## config.mk

```make
export PLATFORM = sky130hd
export DESIGN_NAME = parent_chain_root_check
export DESIGN_NICKNAME = d
export VERILOG_FILES = /design/src/rtl/core/pcrc_pkg.sv /design/src/rtl/core/pcrc_cell.sv /design/src/rtl/core/pcrc_chain.sv /design/src/rtl/core/parent_chain_root_check.sv
export SDC_FILE = /design/constraint.sdc
export NUM_CORES = 2
export LEC_CHECK = 0
export ABC_CLOCK_PERIOD_IN_PS = 378600
export BUFFER_PORTS_ARGS = -buffer_cell sky130_fd_sc_hd__buf_2
export CAP_MARGIN = 20
export CORE_AREA = 2 2 650 329
export DETAILED_ROUTE_END_ITERATION = 12
export DIE_AREA = 0 0 652 331
export PLACE_DENSITY = 0.58
export SLEW_MARGIN = 20
export SYNTH_ARGS = -nofsm -noshare
export SYNTH_HDL_FRONTEND = slang
export SYNTH_SLANG_ARGS = --single-unit
```

## constraint.sdc

```tcl
create_clock -name aclk -period 378.6 [get_ports aclk]
set_input_delay 37.86 -clock aclk [delete_from_list [all_inputs] [get_ports aclk]]
set_output_delay 37.86 -clock aclk [all_outputs]
set_load 0.005 [all_outputs]
```

## src/rtl/core/pcrc_pkg.sv

```systemverilog
package pcrc_pkg;

    // Default table depth.
    localparam int MAX_NODES_DEF = 64;

    localparam int ID_W     = 16;
    localparam int PARENT_W = 17;
    localparam int OP_W     = 2;
    localparam int STATUS_W = 2;

    typedef logic [ID_W-1:0]            node_id_t;
    typedef logic signed [PARENT_W-1:0] parent_t;

    // A parent of minus one marks a node without a parent.
    localparam parent_t PARENT_NONE = '1;
    localparam parent_t ROOT_ID     = '0;

    typedef enum logic [OP_W-1:0] {
        OP_CLEAR  = 2'd0,
        OP_APPEND = 2'd1,
        OP_QUERY  = 2'd2,
        OP_NONE   = 2'd3
    } op_t;

    typedef enum logic [STATUS_W-1:0] {
        ST_OK      = 2'd0,
        ST_EMPTY   = 2'd1,
        ST_MISSING = 2'd2,
        ST_CYCLE   = 2'd3
    } status_t;

    typedef enum logic {
        S_IDLE = 1'b0,
        S_WALK = 1'b1
    } walk_state_t;

    // One table entry as it moves from cell to cell. A shadowed entry has an
    // id that an older entry already carries, so it can never be the first match.
    typedef struct packed {
        node_id_t id;
        parent_t  parent;
        logic     shadow;
    } entry_t;

    // Result of one parallel lookup across the row.
    typedef struct packed {
        logic    hit;
        parent_t parent;
    } lookup_t;

endpackage

```

## src/rtl/core/pcrc_cell.sv

```systemverilog
module pcrc_cell (
    input  logic              aclk,
    input  logic              shift_en,
    input  logic              valid,
    input  pcrc_pkg::entry_t  entry_in,
    input  pcrc_pkg::parent_t key,
    output pcrc_pkg::entry_t  entry_out,
    output logic              match,
    output pcrc_pkg::parent_t parent_sel
);
    import pcrc_pkg::*;

    entry_t entry_reg;

    // Entries advance one cell on every append that is not dropped; no reset is needed.
    always_ff @(posedge aclk) begin
        if (shift_en) begin
            entry_reg <= entry_in;
        end
    end

    assign entry_out  = entry_reg;
    assign match      = valid && !entry_reg.shadow &&
                        (key == parent_t'({1'b0, entry_reg.id}));
    assign parent_sel = match ? entry_reg.parent : '0;

endmodule

```

## src/rtl/core/pcrc_chain.sv

```systemverilog
module pcrc_chain #(
    parameter int MAX_NODES = pcrc_pkg::MAX_NODES_DEF,
    parameter int CW        = $clog2(MAX_NODES + 1)
) (
    input  logic              aclk,
    input  logic              shift_en,
    input  logic [CW-1:0]     count,
    input  pcrc_pkg::node_id_t new_id,
    input  pcrc_pkg::parent_t new_parent,
    input  pcrc_pkg::parent_t key,
    output pcrc_pkg::lookup_t lookup
);
    import pcrc_pkg::*;

    entry_t  link  [MAX_NODES+1];
    logic    match [MAX_NODES];
    parent_t psel  [MAX_NODES];

    // The newest entry enters at cell 0; it is shadowed when the current key
    // (its own id during an append) already matches a live entry.
    assign link[0] = '{id: new_id, parent: new_parent, shadow: lookup.hit};

    for (genvar k = 0; k < MAX_NODES; k++) begin : g_cell
        pcrc_cell u_cell (
            .aclk       (aclk),
            .shift_en   (shift_en),
            .valid      (CW'(k) < count),
            .entry_in   (link[k]),
            .key        (key),
            .entry_out  (link[k+1]),
            .match      (match[k]),
            .parent_sel (psel[k])
        );
    end

    // At most one live, unshadowed cell can match, so an OR merge suffices.
    always_comb begin
        lookup = '0;
        for (int k = 0; k < MAX_NODES; k++) begin
            lookup.hit    = lookup.hit | match[k];
            lookup.parent = lookup.parent | psel[k];
        end
    end

endmodule

```

## src/rtl/core/parent_chain_root_check.sv

```systemverilog
// Channel  | Handshake         | Payload
// ---------+-------------------+--------------------------------------------
// input    | s_valid / s_ready | s_op, s_node_id, s_parent_ref
// result   | m_valid / m_ready | m_status, m_inside_res
//
// Clear and append transactions complete while idle. A query enters the walk,
// which makes one parallel id match per parent hop and then settles the result;
// the hops are bounded by the entry count, so there are at most MAX_NODES of them.
// A result waiting on m_ready does not block the input; a following query's walk
// holds in its final cycle, with s_ready low, until that result is taken.
// Reset is synchronous and active low; it empties the table and drops m_valid.
module parent_chain_root_check #(
    parameter int MAX_NODES = pcrc_pkg::MAX_NODES_DEF
) (
    input  logic                 aclk,
    input  logic                 aresetn,
    input  logic                 s_valid,
    output logic                 s_ready,
    input  logic [1:0]           s_op,
    input  pcrc_pkg::node_id_t   s_node_id,
    input  pcrc_pkg::parent_t    s_parent_ref,
    output logic                 m_valid,
    input  logic                 m_ready,
    output logic [1:0]           m_status,
    output logic                 m_inside_res
);
    import pcrc_pkg::*;

    localparam int CW = $clog2(MAX_NODES + 1);

    walk_state_t   state_reg, state_next;
    logic [CW-1:0] count_reg, count_next;
    logic [CW-1:0] hop_reg, hop_next;
    parent_t       cur_reg, cur_next;
    logic          m_valid_reg, m_valid_next;
    status_t       status_reg, status_next;
    logic          inside_reg, inside_next;

    logic          shift_en;
    parent_t       key;
    lookup_t       lookup;
    logic          out_free;
    logic          finish;
    status_t       fin_status;
    logic          fin_inside;

    pcrc_chain #(
        .MAX_NODES (MAX_NODES),
        .CW        (CW)
    ) u_chain (
        .aclk       (aclk),
        .shift_en   (shift_en),
        .count      (count_reg),
        .new_id     (s_node_id),
        .new_parent (s_parent_ref),
        .key        (key),
        .lookup     (lookup)
    );

    // While idle the row is searched with the incoming id, so that an append
    // learns whether its id is already present. During a walk it is searched
    // with the current node.
    assign key      = (state_reg == S_IDLE) ? parent_t'({1'b0, s_node_id}) : cur_reg;
    assign out_free = !m_valid_reg || m_ready;

    // The checks of one hop, in the order the walk makes them.
    always_comb begin
        finish     = 1'b1;
        fin_status = ST_OK;
        fin_inside = 1'b0;
        if (count_reg == '0) begin
            fin_status = ST_EMPTY;
        end else if (cur_reg == ROOT_ID) begin
            fin_inside = 1'b1;
        end else if (hop_reg == count_reg) begin
            fin_status = ST_CYCLE;
        end else if (!lookup.hit) begin
            fin_status = ST_MISSING;
        end else if (lookup.parent == PARENT_NONE) begin
            fin_status = ST_OK;
        end else begin
            finish = 1'b0;
        end
    end

    always_ff @(posedge aclk) begin
        if (!aresetn) begin
            state_reg   <= S_IDLE;
            count_reg   <= '0;
            m_valid_reg <= 1'b0;
        end else begin
            state_reg   <= state_next;
            count_reg   <= count_next;
            m_valid_reg <= m_valid_next;
        end
    end

    always_ff @(posedge aclk) begin
        hop_reg    <= hop_next;
        cur_reg    <= cur_next;
        status_reg <= status_next;
        inside_reg <= inside_next;
    end

    always_comb begin
        state_next   = state_reg;
        count_next   = count_reg;
        hop_next     = hop_reg;
        cur_next     = cur_reg;
        m_valid_next = m_valid_reg && !m_ready;
        status_next  = status_reg;
        inside_next  = inside_reg;
        shift_en     = 1'b0;
        s_ready      = 1'b0;
        case (state_reg)
            S_IDLE: begin
                s_ready = 1'b1;
                if (s_valid) begin
                    case (op_t'(s_op))
                        OP_CLEAR: begin
                            count_next = '0;
                        end
                        OP_APPEND: begin
                            // An append to a full table is dropped.
                            if (count_reg < CW'(MAX_NODES)) begin
                                shift_en   = 1'b1;
                                count_next = count_reg + 1'b1;
                            end
                        end
                        OP_QUERY: begin
                            cur_next   = parent_t'({1'b0, s_node_id});
                            hop_next   = '0;
                            state_next = S_WALK;
                        end
                        default: begin
                        end
                    endcase
                end
            end
            S_WALK: begin
                if (finish) begin
                    if (out_free) begin
                        m_valid_next = 1'b1;
                        status_next  = fin_status;
                        inside_next  = fin_inside;
                        state_next   = S_IDLE;
                    end
                end else begin
                    cur_next = lookup.parent;
                    hop_next = hop_reg + 1'b1;
                end
            end
            default: begin
                state_next = S_IDLE;
            end
        endcase
    end

    assign m_valid      = m_valid_reg;
    assign m_status     = status_reg;
    assign m_inside_res = inside_reg;

`ifndef SYNTHESIS
    a_inside_only_ok: assert property (@(posedge aclk) disable iff (!aresetn)
        m_valid |-> (!m_inside_res || m_status == ST_OK))
        else $error("inside flag set on an error result");

    a_hop_bound: assert property (@(posedge aclk) disable iff (!aresetn)
        state_reg == S_WALK |-> hop_reg <= count_reg)
        else $error("walk ran past the entry count");

    a_count_bound: assert property (@(posedge aclk) disable iff (!aresetn)
        count_reg <= CW'(MAX_NODES))
        else $error("entry count beyond table depth");

    a_table_frozen: assert property (@(posedge aclk) disable iff (!aresetn)
        state_reg == S_WALK |=> $stable(count_reg))
        else $error("table changed during a walk");
`endif

endmodule
```

# == After elaboration in Yosys (flattened, before gate mapping) ==
# Index checks and enable logic that the tools add are counted.
# word_totals
output_inout_bits,5
regBits,2212
wordCells,767
inputBits,39
# op_classes
reduce_logical,204
add_sub_neg,2
magnitude_cmp,65
n_eq_ne,72
bitwise,127
mux,97
# op_table
operator,count
17-bit 2-to-1 mux,68
17-bit equality test,64
17-bit OR,63
"6-bit by 7-bit less-than comparator with 1-bit output, first input constant",32
1-bit logical AND,129
"5-bit by 7-bit less-than comparator with 1-bit output, first input constant",16
1-bit zero test,66
1-bit OR,63
"4-bit by 7-bit less-than comparator with 1-bit output, first input constant",8
17-bit one-hot mux with 2 select lines,1
"3-bit by 7-bit less-than comparator with 1-bit output, first input constant",4
7-bit 2-to-1 mux,4
7-bit one-hot mux with 2 select lines,2
1-bit 2-to-1 mux,19
"17-bit by 1-bit equality test with 1-bit output, second input constant",1
17-bit zero test,1
"7-bit by 1-bit adder with 7-bit output, second input constant",2
"1-bit by 7-bit less-than comparator with 1-bit output, first input constant",2
"2-bit by 7-bit less-than comparator with 1-bit output, first input constant",2
7-bit equality test,1
7-bit zero test,1
"7-bit less-than comparator, second input constant",1
"2-bit != test, second input constant",3
3-bit AND reduction,2
other kinds (11),12

# == Longest topological paths before layout ==
# depth
ltp_word,75
ltp_mapped,17
ltp_nobuf,12

# == Cells and area by module ==
# A second synthesis with hierarchy kept.
# hier_totals
hier_cells,5575
hier_area_um2,91988.2
# modules_own_cells
mod,cells_per_inst,area_per_inst_um2,seq_area_each_um2,n_inst
pcrc_cell,76,1358.8,1021.0,64
pcrc_chain,498,3108.0,0.0,1
parent_chain_root_check,213,1916.8,991.0,1

# == Least setup slack after synthesis ==
# Ideal clock, no wire load.
# synth_path
path_type,input-to-reg
startpoint,in s_op[1]
endpoint,"reg u_chain.g_cell[0].u_cell.entry_reg, in the netlist u_chain.g_cell[0].u_cell.entry_out[0], enable pin"
slack_ns,187.208
path_stages,3
t_arrival_ns,183.985
setup_ns,7.408
required_time_ns,371.192
path_buffers,0
cell_sequence,nor2_1 -> nand2_1 -> nor3_1
# synth_between
elab_chain_len,4
# synth_lines
element,line,source
from (decl),parent_chain_root_check.sv:19,"input logic [1:0] s_op,"
2-bit by 1-bit equality test with 1-bit output,parent_chain_root_check.sv:119,case (op_t'(s_op))
1-bit 2-to-1 mux,parent_chain_root_check.sv:119,
1-bit 2-to-1 mux,parent_chain_root_check.sv:118,if (s_valid) begin
1-bit 2-to-1 mux,parent_chain_root_check.sv:115,case (state_reg)
via shift_en,parent_chain_root_check.sv:39,logic shift_en;
to (signal assigned),pcrc_cell.sv:18,entry_reg <= entry_in;
to (decl),pcrc_cell.sv:13,entry_t entry_reg;
# The timed path passes the listed nets, and every way through them passes these cells.
# A chain may end at the register's enable or synchronous reset.

# == Final worst setup path ==
# layout_path
startpoint,in s_node_id[14]
endpoint,"reg hop_reg[6], enable pin"
# layout_between
elab_chain_len,75
word_cells_on_any_way,327
classes_between,66 x eq/ne; 70 x mux; 126 x bitwise; 65 x reduce/logical
# layout_lines
element,line,source
from (decl),parent_chain_root_check.sv:20,"input pcrc_pkg::node_id_t s_node_id,"
17-bit 2-to-1 mux (*),parent_chain_root_check.sv:63,"assign key = (state_reg == S_IDLE) ? parent_t'({1'b0, s_node_id}) : cur_reg;"
17-bit equality test,pcrc_cell.sv:24,"(key == parent_t'({1'b0, entry_reg.id}));"
1-bit logical AND,pcrc_cell.sv:23,assign match = valid && !entry_reg.shadow &&
17-bit 2-to-1 mux,pcrc_cell.sv:25,assign parent_sel = match ? entry_reg.parent : '0;
17-bit OR (63 in series),pcrc_chain.sv:41,lookup.parent = lookup.parent | psel[k];
17-bit by 1-bit equality test with 1-bit output,parent_chain_root_check.sv:79,end else if (lookup.parent == PARENT_NONE) begin
1-bit 2-to-1 mux,parent_chain_root_check.sv:79,
1-bit 2-to-1 mux (*),parent_chain_root_check.sv:77,end else if (!lookup.hit) begin
1-bit 2-to-1 mux (*),parent_chain_root_check.sv:75,end else if (hop_reg == count_reg) begin
1-bit 2-to-1 mux (*),parent_chain_root_check.sv:73,end else if (cur_reg == ROOT_ID) begin
1-bit 2-to-1 mux (*),parent_chain_root_check.sv:71,if (count_reg == '0) begin
2-bit != test (no line) (*),-,
3-bit AND reduction (no line) (*),-,
to (signal assigned),parent_chain_root_check.sv:99,hop_reg <= hop_next;
to (decl),parent_chain_root_check.sv:33,"logic [CW-1:0] hop_reg, hop_next;"
# Mark *: on every way between the ends. The rest lies on a longest branch, timed or not.

==> impl_metrics.tcl <==
set metrics [dict create \
    outcome "complete, no violations" \
    synth_edf_count 2203 \
    ys_seq_area_frac 0.737 \
    yosys.cell_types.count 69 \
    synth_ff_type "edfxtp_1" \
    crit_path_top_delay_cell "nor4_1" \
    tritoncts "yes" \
    die_area_um2 216000 \
    crit_path_max_fanout 38 \
    die_y_um 331 \
    wirelength_um 327000 \
    cts_sinks 2212 \
    yosysTopAreaCellShare 0.735 \
    tightest_slew_ns 1.15 \
    clockRootBuffer "clkbuf_16" \
    drc 0 \
    io_buffers 43 \
    start_util 0.429 \
    wl_met3_um 35100 \
    finalSetupTns_ns 0 \
    min_period_ns 43.35 \
    drive_above_1_share 0.128 \
    final_cell_mix "2,203 x edfxtp_1, 950 x xnor2_1, 288 x a22oi_1" \
    finalSetupViolations 0 \
    yosys_warnings 0 \
    path_common_cell "buf_4" \
    async_flop_share 0 \
    netlist_area_um2 90000 \
    end_kind "flip-flop" \
    fin_nets 5902 \
    cpPeakStageDelay_ns 0.84 \
    postCtsHoldBufs 0 \
    die_x_um 652 \
    path_class "input port to flip-flop" \
    core-area_um2 210000 \
    report.final.hold_viol_count 0 \
    cp.arrival_ns 43.92 \
    cts.repair.resized 0 \
    timing.hold.ws_ns 0.431 \
    clockBufferDepth 4 \
    row_count 119 \
    numCtsBuffers 203 \
    clk_latency_ns 0.88 \
    ant_nets 0 \
    ys_ff_latch 2212 \
    synth_top_family_by_area "XOR/XNOR gates" \
    fmax_mhz 23.1 \
    path_clk_slew_ns 0.07 \
    final_common_cell "edfxtp_1" \
    timing.rr.start "state_reg" \
    synth-compound-area-share 0.0476 \
    hp-start "u_chain.g_cell[62].u_cell.entry_out[5]" \
    antenna_found_initial 6 \
    dp_slack_ns 334.49 \
    rsz0062_at_grt "no" \
    path_cells "buf_2 -> mux2i_4 -> buf_4 -> buf_4 -> xnor2_1 -> nor4_1 -> nand4_1 -> buf_4 -> nor2b_1 -> buf_4 -> a22oi_1 -> nand2_1 -> nor4_1 -> a41oi_2 -> or3b_1 -> o41ai_2 -> nor2_2 -> buf_4" \
    gr-total-overflow 0 \
    vias 55600 \
    wl_met2_um 141000 \
    cp-start-kind "input port" \
    cts_max_level 4 \
    track_usage 0.297 \
    worstPathRequired_ns 379.17 \
    syn_to_final_growth_pct 12.2 \
    drt_pass1_iterations 6 \
    ir_drop_uv 3.41 \
    synthTopCellsByArea "edfxtp_1 74%, xnor2_1 9.2%, a22oi_1 2.4%" \
    synthAdderAreaFrac 0.000417 \
    dp_hpwl_um 220000 \
    yosysTopAreaCell "edfxtp_1" \
    maxCapViolCount 0 \
    crit_start "s_node_id[14]" \
    finalInstanceArea_um2 101000 \
    synth_mux_area_frac 0.00256 \
    finalClockSkew_ns 0.0490 \
    setup_ws_ns 335.25 \
    drt_iter0_markers 9381 \
    globalplace.congestion 0.975 \
    min_path_type "flip-flop to flip-flop" \
    viasPerCell 6.31 \
    fin_crit_sh 0.114 \
    slew_viol_final 0 \
    relSlewSlack 0.228 \
    syn-mean-instance-area_um2 16.3 \
    synth_xor_area_frac 0.101 \
    drt-wirelength-per-cell_um 37.1 \
    dpl_cell_area_um2 94500 \
    top_layer "met5" \
    largest_register_ffs 2176 \
    post_cts_buffers 0 \
    synth_simple_gate_area_frac 0.0892 \
    met1_length_um 134000 \
    grt_pass1_wl_um 443000 \
    grt_pass1_vias 54000 \
    p_leak_nw 30.2 \
    syn_inst 5526 \
    grt_max_degree 183 \
    syn_nets 5568 \
    io_pins 44 \
    power_density_nw_per_um2 5.14 \
]
-- cells in the mapped netlist, drive strengths merged, types with 2 or more instances --
cell / count
and2: 3
a211oi: 13
a2111oi: 12
xor2: 87
o22ai: 162
nand2: 287
dfxtp: 9
a2bb2oi: 2
o2111ai: 2
or3b: 2
nor3b: 2
nand3: 286
nor3: 150
xnor2: 950
inv: 117
buf: 143
o21ai: 20
edfxtp: 2203
nor2: 176
mux2: 4
and3: 4
a21o: 5
or3: 5
nor4: 289
ha: 3
mux2i: 16
nor2b: 24
a221oi: 4
a22oi: 288
a22o: 3
nand2b: 7
o21a: 4
and4: 3
o32ai: 55
a21oi: 9
nand4: 122
clkbuf: 29
o211ai: 2
or4: 13
-- layout make-up --
cell class	count	area, um2
Antenna cell	3	7.51
Clock buffer	247	5330
Clock inverter	116	1170
Fill cell	17800	109000
Inverter	117	439
Multi-Input combinational cell	3025	21900
Sequential cell	2212	66300
Tap cell	2783	3480
Timing Repair Buffer	301	2280
-- per-layer routing --
layer | GRT usage | vias up
met5 | 0 | -
met4 | 0.138 | 2
met3 | 0.0681 | 763
met2 | 0.443 | 3835
met1 | 0.416 | 28900
li1 | - | 22000
-- where the power goes --
part / switching (mW) / internal [mW] / leakage [nW]
sequential: 0.00502 / 0.276 / 20.3
combinational: 0.0193 / 0.00928 / 6.77
clock: 0.0941 / 0.116 / 3.17
total: 0.118 / 0.401 / 30.2
-- worst paths after layout --
path         cells past startpoint  slack [ns]                                     end
min                              0        0.43  u_chain.g_cell[63].u_cell.entry_out[5]
max                             18      335.25                              hop_reg[6]
min reg2reg                      0        0.43  u_chain.g_cell[63].u_cell.entry_out[5]
max reg2reg                     19      371.06                              hop_reg[6]
-- metrics by stage --
stage	std cells	total power [mW]	util
floorplan	5526	0.346	-
global placement	8435	0.314	0.450
detailed placement	8438	0.314	0.451
CTS	8801	0.521	0.482
global route	8801	0.533	0.482
finish	8804	0.519	0.482
-- worst max-delay path: cells and delay by family --
kind	cells	cell delay, ns
compound gates	3	1.11
mux	1	0.13
simple gates	7	2.04
xor+xnor	1	0.13
buf+inv	6	2.43
-- cells by family (layout without fill, tap and decap cells) --
logic type                 after synthesis  in the layout
AOI/OAI and AO/OA                      587            587
xor gates and xnor gates              1037           1037
adders and majority gates                3              3
buffers and inverters                  289            781
DFF                                   2212           2212
muxes                                   20             20
other                                    0              3
and+or+nand+nor                       1378           1378
Note: power is estimated with default switching activity, not from simulation.
